$ cat config.mk
export PLATFORM = sky130hd
export DESIGN_NAME = tcspq_front
export DESIGN_NICKNAME = d
export VERILOG_FILES = /design/src/sv/tcspq_pkg.sv /design/src/sv/tcspq_front.sv
export SDC_FILE = /design/constraint.sdc
export NUM_CORES = 1
export LEC_CHECK = 0
export BUFFER_PORTS_ARGS = -buffer_cell sky130_fd_sc_hd__buf_2
export CORE_MARGIN = 2
export CORE_UTILIZATION = 54
export DETAILED_ROUTE_END_ITERATION = 12
export GPL_ROUTABILITY_DRIVEN = 0
export PLACE_DENSITY = 0.86
export REMOVE_ABC_BUFFERS = 1
export SLEW_MARGIN = 20
export SYNTH_ARGS = -nofsm -noshare
export SYNTH_HDL_FRONTEND = slang
export SYNTH_SLANG_ARGS = --single-unit
$ cat constraint.sdc
create_clock -name clk -period 2.9 [get_ports clk]
set_input_delay 0.29 -clock clk [delete_from_list [all_inputs] [get_ports clk]]
set_output_delay 0.29 -clock clk [all_outputs]
set_load 0.05 [all_outputs]
$ cat src/sv/tcspq_pkg.sv
// shared types and constants for the three-class strict priority queue
// no dependencies
`default_nettype none

package tcspq_pkg;

  localparam int TAG_BITS    = 16;
  localparam int DEPTH_DEF   = 128;
  localparam int NUM_CLASSES = 3;

  // class codes on the command port
  localparam logic [2:0] CLASS_HI  = 3'd1;
  localparam logic [2:0] CLASS_MID = 3'd2;
  localparam logic [2:0] CLASS_LO  = 3'd3;

  typedef enum logic {
    OP_PUSH = 1'b0,
    OP_POP  = 1'b1
  } op_t;

  typedef enum logic [2:0] {
    ST_PUSHED    = 3'd0,
    ST_DROPPED   = 3'd1,
    ST_BAD_CLASS = 3'd2,
    ST_POPPED    = 3'd3,
    ST_EMPTY     = 3'd4
  } status_t;

  typedef enum logic [1:0] {
    KIND_PUSH = 2'd0,
    KIND_POP  = 2'd1,
    KIND_BAD  = 2'd2
  } kind_t;

  typedef enum logic {
    BK_RUN = 1'b0,
    BK_POP = 1'b1
  } back_state_t;

  typedef struct packed {
    logic                op;
    logic [15:0]         tag;
    logic [2:0]          prio_class;
  } cmd_t;

  typedef struct packed {
    logic [2:0]          status;
    logic [15:0]         out_tag;
    logic [1:0]          out_class;
  } result_t;

  // classified command between front and back
  typedef struct packed {
    kind_t               kind;
    logic [1:0]          cls;
    logic [TAG_BITS-1:0] tag;
  } work_t;

  typedef struct packed {
    logic                valid;
    work_t               work;
  } qout_t;

endpackage

`default_nettype wire

$ cat src/sv/tcspq_front.sv
// front end: takes commands, classifies them and holds them in a two-entry queue
// depends on tcspq_pkg
`default_nettype none

module tcspq_front (
  input  wire logic              clk,
  input  wire logic              rst,
  input  wire logic              start,
  output      logic              busy,
  input  wire tcspq_pkg::cmd_t   cmd,
  output      tcspq_pkg::qout_t  qout,
  input  wire logic              take
);

  tcspq_pkg::work_t q [0:1];
  logic             wp;
  logic             rp;
  logic [1:0]       cnt;
  tcspq_pkg::work_t incoming;
  logic             push;

  always_comb begin
    incoming.tag  = cmd.tag;
    incoming.cls  = 2'd0;
    incoming.kind = tcspq_pkg::KIND_BAD;
    if (cmd.op == tcspq_pkg::OP_POP) begin
      incoming.kind = tcspq_pkg::KIND_POP;
    end else begin
      unique case (cmd.prio_class)
        tcspq_pkg::CLASS_HI: begin
          incoming.kind = tcspq_pkg::KIND_PUSH;
          incoming.cls  = 2'd0;
        end
        tcspq_pkg::CLASS_MID: begin
          incoming.kind = tcspq_pkg::KIND_PUSH;
          incoming.cls  = 2'd1;
        end
        tcspq_pkg::CLASS_LO: begin
          incoming.kind = tcspq_pkg::KIND_PUSH;
          incoming.cls  = 2'd2;
        end
        default: begin
          incoming.kind = tcspq_pkg::KIND_BAD;
        end
      endcase
    end
  end

  assign busy       = (cnt == 2'd2);
  assign push       = start && !busy;
  assign qout.valid = (cnt != 2'd0);
  assign qout.work  = q[rp];

  always_ff @(posedge clk) begin
    if (push) begin
      q[wp] <= incoming;
    end
  end

  always_ff @(posedge clk) begin
    if (rst) begin
      wp  <= 1'b0;
      rp  <= 1'b0;
      cnt <= 2'd0;
    end else begin
      if (push) begin
        wp <= ~wp;
      end
      if (take) begin
        rp <= ~rp;
      end
      cnt <= cnt + {1'b0, push} - {1'b0, take};
    end
  end

endmodule

`default_nettype wire

==> impl_metrics.yaml, run 1 <==
synth:
  yosys-top-cells-count: "edfxtp_1, mux2_2, nor2_1"
  syn_avg_cell_area_um2: 18.4
  synth-compound-area-share: 0.00591
  synthXorXnorAreaFrac: 0.0155
  yosysMostFrequentCell: "edfxtp_1"
  synthesis.area_um2: 1690
  synthAdderAreaFrac: 0.0148
  synth_seq_cells: 45
  yosys.area.top_type: "edfxtp_1"
  synth_top_family_by_area: "multiplexers"
  synthTopCellsByArea: "edfxtp_1, mux2_2, dfxtp_1, ha_1, nor2_1"
  ys_seq_area_frac: 0.769
  yosys_warnings: 0
  synth_ff_type: "edfxtp_1"
  ys_types: 20
  synth_mux_area_frac: 0.133
  syn_inst: 92
  synth_edf_count: 40
  synthArstFlopShare: 0
  synthSimpleGateAreaFrac: 0.0473
  synth_top_area_frac: 0.710
worst_setup_path:
  end_kind: "output port"
  crit_slowest_cell: "dfxtp_1"
  cp.required_ps: 2610
  critPathBufInv: 1
  cp-start-kind: "register"
  crit_chain: "mux2_2 > buf_2"
  crit_fanout: 20
  critPathTopFamily: "flip-flops"
  max_stage_delay_ps: 900
  worst_ep_arrival_time_ps: 1860
  critPathKind: "register to output port"
place:
  io_buffers: 45
  pre_cts_slack_ps: 1080
  post-dp-hpwl_mm: 1.68
power_and_ir_drop:
  p_int_mw: 1.12
  worst_ir_drop_vdd_mv: 0.549
  p_leak_nw: 0.798
  swShare: 0.332
  cellPowerDensity_nw_per_um2: 824
  combPwrFrac: 0.284
  p_seq_frac: 0.503
  p_sw_uw: 559
  clock_power_share: 0.214
routing:
  wl_per_cell_um: 13.0
  drc: 0
  vias: 932
  antenna_left: 0
  totalWireLength_mm: 2.42
  drtIter0Drc: 33
  dr.pass1.iters: 4
  viasPerCell: 4.98
floorplanning:
  io_pins: 46
  die_x_um: 60.0
  start_util: 0.559
  die-area_um2: 3600
  row_count: 20
  die_y_um: 60.0
  core_area_um2: 3030
timing:
  layout_setup_ws_ps: 748
  setup_viol: 0
  post-route-min-period_ps: 2150
  setup_tns_ps: 0
  finalHoldViolCount: 0
  slew_headroom: 0.433
  clock.fmax_mhz: 465
  finClkSkew_ps: 6.59
  post-route-period-util: 0.742
  slew_violations: 0
  rsz0062_at_grt: "false"
  tightestPinTransition_ps: 849
global_route:
  grt_pass1_wl_mm: 3.38
  grt.busiest_layer: "met2"
  use_met2: 0.252
  use_met1: 0.131
  antenna_found_initial: 0
  grt_max_degree: 21
  grt_pass1_vias: 844
  met3_usage: 0.0455
  grt_usage: 0.138
  grt.overflow.total: 0
clocking:
  ctsHoldBuffers: 0
  post_cts_resized: 0
  cts_root_buffer: "clkbuf_4"
  clk_path_buf_depth: 2
  post_cts.repair.setup_buffers: 0
  clk_latency_ps: 340
  htreeDepth: 2
  numClockSinks: 45
  clk_pin_slew_ps: 120
  cts_made_buffers: 5
  cts_tree: "built"
finish:
  area_growth_pct: 20.6
  layout-drive-gt1-share: 0.531
  n_antenna_cell: 0
  nets: 168
outcome:
  status: "completed"
job:
  drv_cap: 0
worst_hold_path:
  worstHoldPathType: "input pin to register"
## power groups by stage
stage / registers [mW] / clock network, mW / logic, mW
2_1_floorplan: 0.850 / 0 / 0.385
3_3_place_gp: 0.856 / 0 / 0.472
3_5_place_dp: 0.863 / 0 / 0.482
4_1_cts: 0.848 / 0.368 / 0.484
5_1_grt: 0.856 / 0.397 / 0.506
6_report: 0.846 / 0.360 / 0.478
## worst reg2reg max path, cell delays in order (launching register included)
cell	delay (ps)
dfxtp_1	350
nand2b_2	140
inv_2	40
or3_1	320
inv_1	590
## metrics by stage
step / power [mW] / utilization / hold slack, ps / std cells / cell area [µm²]
after floorplan: 1.24 / - / 359 / 90 / 1680
after global placement: 1.33 / 0.648 / 475 / 179 / 1960
after detailed placement: 1.34 / 0.648 / 481 / 179 / 1960
after CTS: 1.70 / 0.674 / 113 / 187 / 2040
after global routing: 1.76 / 0.674 / 94.6 / 187 / 2040
final: 1.68 / 0.674 / 126 / 187 / 2040
## cells by family (layout without fill, tap and decap cells)
group | after synthesis | after routing
adder cells (fa/ha/maj) | 2 | 2
XOR/XNOR | 3 | 3
AND/OR/NAND/NOR | 14 | 14
flip-flops | 45 | 45
buffers and inverters | 6 | 57
multiplexers | 20 | 20
AO/OA/AOI/OAI | 2 | 2
## registers in the layout (all words and copies together), names as in the netlist, named ones only
register and count:
cnt 2, q 40, rp 1, wp 1
## placed cells by master, fill, tap and decap left out, drive strengths merged, types with 2 or more instances in the layout
| master | instances |
|---|---|
| buf | 45 |
| edfxtp | 40 |
| mux2 | 20 |
| nor2 | 6 |
| dfxtp | 5 |
| clkbuf | 5 |
| inv | 4 |
| xnor2 | 2 |
| ha | 2 |
## layer usage
| layer | up-vias | part of all wire |
|---|---|---|
| met3 | 5 | 0.065 |
| met4 | 0 | 0.016 |
| met1 | 445 | 0.38 |
| met5 | - | 0 |
| li1 | 443 | - |
| met2 | 39 | 0.54 |
## layout make-up
type	instances	area, µm²
clock buffers	5	37.5
well taps	44	55.1
inverters	4	15.0
clock inverters	3	41.3
fillers	220	986
multi-input cells	41	367
repair buffers	45	225
flip-flops and latches	45	1300
## final timing paths
path / startpoint / endpoint / slack (ps) / cells after the start
max: register / qout[17] / 750 / 2
min: cmd[5] / q[1][2] / 130 / 1
max reg2reg: cnt[0] / q[0][9] / 1090 / 4
min reg2reg: wp / wp / 500 / 2
Note: power is estimated with default switching activity, not from simulation.
==> run 2: changes to the inputs <==
--- a/config.mk
+++ b/config.mk
@@ -7,10 +7,10 @@
 export LEC_CHECK = 0
 export BUFFER_PORTS_ARGS = -buffer_cell sky130_fd_sc_hd__buf_2
 export CORE_MARGIN = 2
-export CORE_UTILIZATION = 54
+export CORE_UTILIZATION = 51
 export DETAILED_ROUTE_END_ITERATION = 12
 export GPL_ROUTABILITY_DRIVEN = 0
-export PLACE_DENSITY = 0.86
+export PLACE_DENSITY = 0.82
 export REMOVE_ABC_BUFFERS = 1
 export SLEW_MARGIN = 20
 export SYNTH_ARGS = -nofsm -noshare
==> constraint.sdc (replaced) <==
create_clock -name clk -period 2.2 [get_ports clk]
set_input_delay 0.22 -clock clk [delete_from_list [all_inputs] [get_ports clk]]
set_output_delay 0.22 -clock clk [all_outputs]
set_load 0.05 [all_outputs]
==> impl_metrics.yaml, run 2 (synthesis gave the netlist of run 1 again) <==
routing:
  drc: 0
  dr.pass1.iters: 4
  wl_per_cell_um: 13.4
  vias: 919
  viasPerCell: 4.86
  totalWireLength_mm: 2.54
  antenna_left: 0
  drtIter0Drc: 25
power_and_ir_drop:
  p_leak_nw: 0.801
  worst_ir_drop_vdd_mv: 0.691
  p_total_mw: 2.11
  cellPowerDensity_nw_per_um2: 1040
floorplanning:
  io_pins: 46
  row_count: 20
  die_y_um: 61.6
  die-area_um2: 3800
  start_util: 0.546
  core_area_um2: 3100
  die_x_um: 61.6
clocking:
  ctsHoldBuffers: 0
  clk_path_buf_depth: 2
  clk_pin_slew_ps: 110
  cts_tree: "built"
  cts_root_buffer: "clkbuf_4"
  htreeDepth: 2
  post_cts.repair.setup_buffers: 0
  post_cts_resized: 0
  clk_latency_ps: 340
  cts_made_buffers: 5
  numClockSinks: 45
timing:
  finClkSkew_ps: 6.29
  clock.fmax_mhz: 572
  post-route-min-period_ps: 1750
  slew_headroom: 0.688
  tightestPinTransition_ps: 468
  finalHoldViolCount: 0
  post-route-period-util: 0.794
  setup_tns_ps: 0
  slew_violations: 0
  rsz0062_at_grt: "false"
  setup_viol: 0
worst_setup_path:
  worst-path-stages: 3
  crit_fanout: 20
  max_stage_delay_ps: 380
  critPathBufInv: 2
  critPathTopFamily: "buffers and inverters"
  cp.required_ps: 1980
  worst_ep_arrival_time_ps: 1530
  critPathKind: "register to output port"
  cp-start-kind: "register"
  crit_chain: "buf_4 > mux2_2 > buf_2"
  crit_slowest_cell: "mux2_2"
  r2r_cells: 8
  r2r-start: "cnt[0]"
  end_kind: "output port"
finish:
  n_antenna_cell: 0
  register_area_um2: 1300
  top_register: "q"
  final_common_cell: "buf_2"
  largest_reg_flops: 40
  top_regs: "q: 40 flops, cnt: 2 flops"
  fill_cells: 239
  final_cell_mix: "buf_2, edfxtp_1, mux2_2"
  area_growth_pct: 19.9
  multiInputGateArea_um2: 367
  layout-drive-gt1-share: 0.538
  nets: 170
place:
  io_buffers: 45
global_route:
  antenna_found_initial: 0
  use_met1: 0.137
  grt_pass1_vias: 895
  grt.overflow.total: 0
  grt.busiest_layer: "met2"
  met3_usage: 0.0861
  use_met2: 0.256
  grt_max_degree: 21
  grt_usage: 0.148
  grt_pass1_wl_mm: 3.73
outcome:
  status: "completed"
worst_hold_path:
  worstHoldStart: "cmd[7]"
  hold_depth: 1
  worstHoldPathType: "input pin to register"
job:
  drv_cap: 0
run 2: cell types whose count changed in the layout (fill, tap and decap cells not counted):
cell        change
buf_4           +2
clkinv_2        +2
clkinv_1        -1
clkinvlp_4      -1
bufinv_16       -1
clkbuf_1        +1
run 2: layer usage:
metal | wire [µm] | up-vias
met5 | 0 | -
met4 | 52 | 0
met3 | 224 | 5
met2 | 1350 | 33
met1 | 917 | 434
li1 | - | 447
run 2: power by group:
part | leakage, nW | switching (mW) | internal (mW)
Clock | 0.0320 | 0.231 | 0.122
Sequential | 0.416 | 0.0356 | 1.07
Combinational | 0.353 | 0.469 | 0.187
Total | 0.801 | 0.735 | 1.38
run 2: worst paths after layout:
| check | end | slack [ps] |
|---|---|---|
| max | qout[9] | 450 |
| min | q[0][4] | 60 |
| max reg2reg | cnt[1] | 660 |
| min reg2reg | wp | 510 |
run 2: cell type report:
class / instances / area share
Multi-Input combinational cell: 41 / 0.181
Clock inverter: 2 / 0.00493
Timing Repair Buffer: 47 / 0.118
Inverter: 4 / 0.00740
Sequential cell: 45 / 0.641
Clock buffer: 6 / 0.0203
Tap cell: 44 / 0.0271
run 2: through the flow:
step	setup WS (ps)	instances	area [µm²]	hold slack [ps]	util
after floorplan	498	90	1680	289	-
after global placement	751	181	1980	410	0.638
after detailed placement	670	181	1980	412	0.638
after CTS	417	189	2030	39.1	0.654
after global routing	364	189	2030	26.4	0.654
final	453	189	2030	56.9	0.654
==> run 3: changes to the inputs <==
--- a/config.mk
+++ b/config.mk
@@ -7,10 +7,10 @@
 export LEC_CHECK = 0
 export BUFFER_PORTS_ARGS = -buffer_cell sky130_fd_sc_hd__buf_2
 export CORE_MARGIN = 2
-export CORE_UTILIZATION = 51
+export CORE_UTILIZATION = 46
 export DETAILED_ROUTE_END_ITERATION = 12
 export GPL_ROUTABILITY_DRIVEN = 0
-export PLACE_DENSITY = 0.82
+export PLACE_DENSITY = 0.78
 export REMOVE_ABC_BUFFERS = 1
 export SLEW_MARGIN = 20
 export SYNTH_ARGS = -nofsm -noshare
==> constraint.sdc (replaced) <==
create_clock -name clk -period 1.4 [get_ports clk]
set_input_delay 0.14 -clock clk [delete_from_list [all_inputs] [get_ports clk]]
set_output_delay 0.14 -clock clk [all_outputs]
set_load 0.05 [all_outputs]
==> impl_metrics.yaml, run 3 (synthesis gave the netlist of run 1 again) <==
clocking:
  clk_latency_ps: 290
  htreeDepth: 2
  clk_path_buf_depth: 2
  cts_made_buffers: 5
  clk_pin_slew_ps: 80
  cts_root_buffer: "clkbuf_8"
  cts_tree: "built"
  numClockSinks: 45
power_and_ir_drop:
  p_leak_nw: 1.02
  clock_power_share: 0.182
  cellPowerDensity_nw_per_um2: 1640
  p_sw_mw: 1.36
  p_seq_frac: 0.431
  worst_ir_drop_vdd_mv: 0.929
  combPwrFrac: 0.387
  swShare: 0.330
  p_int_mw: 2.75
timing:
  finClkSkew_ps: 3.53
  post-route-min-period_ps: 1450
  slew_violations: 0
  tightestPinTransition_ps: 413
  setup_tns_ps: -1550
  clock.fmax_mhz: 689
  setup_viol: 41
  post-route-period-util: 1.04
  rsz0062_at_grt: "true"
  finalHoldViolCount: 0
  slew_headroom: 0.721
  layout_setup_ws_ps: -50.5
job:
  drv_cap: 0
worst_hold_path:
  worstHoldPathType: "input pin to register"
  worstHoldStart: "cmd[18]"
global_route:
  antenna_found_initial: 0
  grt.overflow.total: 0
  grt_pass1_wl_mm: 5.30
  grt_max_degree: 14
  grt_usage: 0.183
  grt_pass1_vias: 1075
finish:
  final_cell_mix: "edfxtp_1, buf_8, buf_2"
  post-route-cell-area_um2: 2510
  largest_reg_flops: 40
  fin_cells: 201
  final_common_cell: "edfxtp_1"
  n_antenna_cell: 0
  area_growth_pct: 48.0
  layout-drive-gt1-share: 0.627
  top_regs: "q: 40 flops, cnt: 2 flops"
  top_register: "q"
  nets: 178
  postLayoutCoreUtil: 0.695
worst_setup_path:
  crit_fanout: 7
  cp_common_cell: "inv_4"
  end_kind: "register"
  critPathKind: "register to register"
  crit_start: "cnt[0]"
  critPathTopFamily: "simple AND/OR/NAND/NOR gates"
  max_stage_delay_ps: 340
  cp.required_ps: 1410
  crit_chain: "nand2b_4 > buf_6 > inv_4 > or3_4 > inv_4 > buf_8"
  critPathBufInv: 4
  r2r-start: "cnt[0]"
  worst_ep_arrival_time_ps: 1460
  crit_slowest_cell: "dfxtp_2"
  cp-start-kind: "register"
routing:
  antenna_left: 0
  dr.pass1.iters: 4
  drtIter0Drc: 47
  vias: 985
  wl_per_cell_um: 16.6
  drc: 0
  totalWireLength_mm: 3.33
  viasPerCell: 4.90
floorplanning:
  die_y_um: 64.7
  io_pins: 46
  row_count: 22
  die-area_um2: 4180
  die_x_um: 64.7
  core_area_um2: 3610
  start_util: 0.469
place:
  placed_cell_area_um2: 2030
  post-dp-hpwl_mm: 2.08
  dp.cells: 191
  io_buffers: 45
outcome:
  violations: "setup timing"
  status: "finished with violations"
## run 3: worst register-to-register path, delay by kind of cell, from the launching register on
kind	cells	cell delay, ps
buffers and inverters	4	360
DFF	1	340
and+or+nand+nor	2	480
## run 3: layout make-up
class | count | area [µm²]
Sequential cell | 45 | 1310
Inverter | 4 | 20.0
Clock buffer | 6 | 72.6
Timing Repair Buffer | 55 | 544
Fill cell | 250 | 1100
Clock inverter | 2 | 10.0
Tap cell | 48 | 60.1
Multi-Input combinational cell | 41 | 492
## run 3: final timing paths
| path | to | slack [ps] | depth (start not counted) |
|---|---|---|---|
| hold / removal | q[0][15] | 30 | 1 |
| setup reg to reg | q[0][14] | -50 | 6 |
| hold reg to reg | wp | 510 | 2 |
| setup / recovery | q[0][14] | -50 | 6 |
## run 3: power by group through the flow
stage	Clock, mW	Combinational, mW	Sequential, mW
floorplan	0	0.798	1.76
global placement	0	1.07	1.75
detailed placement	0	1.10	1.76
CTS	0.765	1.56	1.76
global route	0.836	1.66	1.78
finish	0.748	1.59	1.77
## run 3: what timing repair did
action,in CTS,in global routing
resized for setup,106,4
pin swaps,5,3
hold buffers,0,0
endpoints found under the setup margin,21,42
cloned,1,0
buffers inserted,1,0
## run 3: per-stage QoR
stage / hold slack [ps] / worst slack (ps) / total power [mW]
floorplan: 209 / -302 / 2.56
global placement: 330 / -1.85 / 2.82
detailed placement: 332 / -110 / 2.86
CTS: 24.0 / -65.0 / 4.08
global route: 14.5 / -91.7 / 4.28
finish: 34.1 / -50.5 / 4.10
## run 3: routing by layer
layer  global-route usage  part of all wire  vias up
met3               0.0625             0.058        5
li1                     -                 -      461
met5                    0                 0        -
met2                0.323              0.52       37
met1                0.205              0.40      482
met4               0.0638             0.015        0
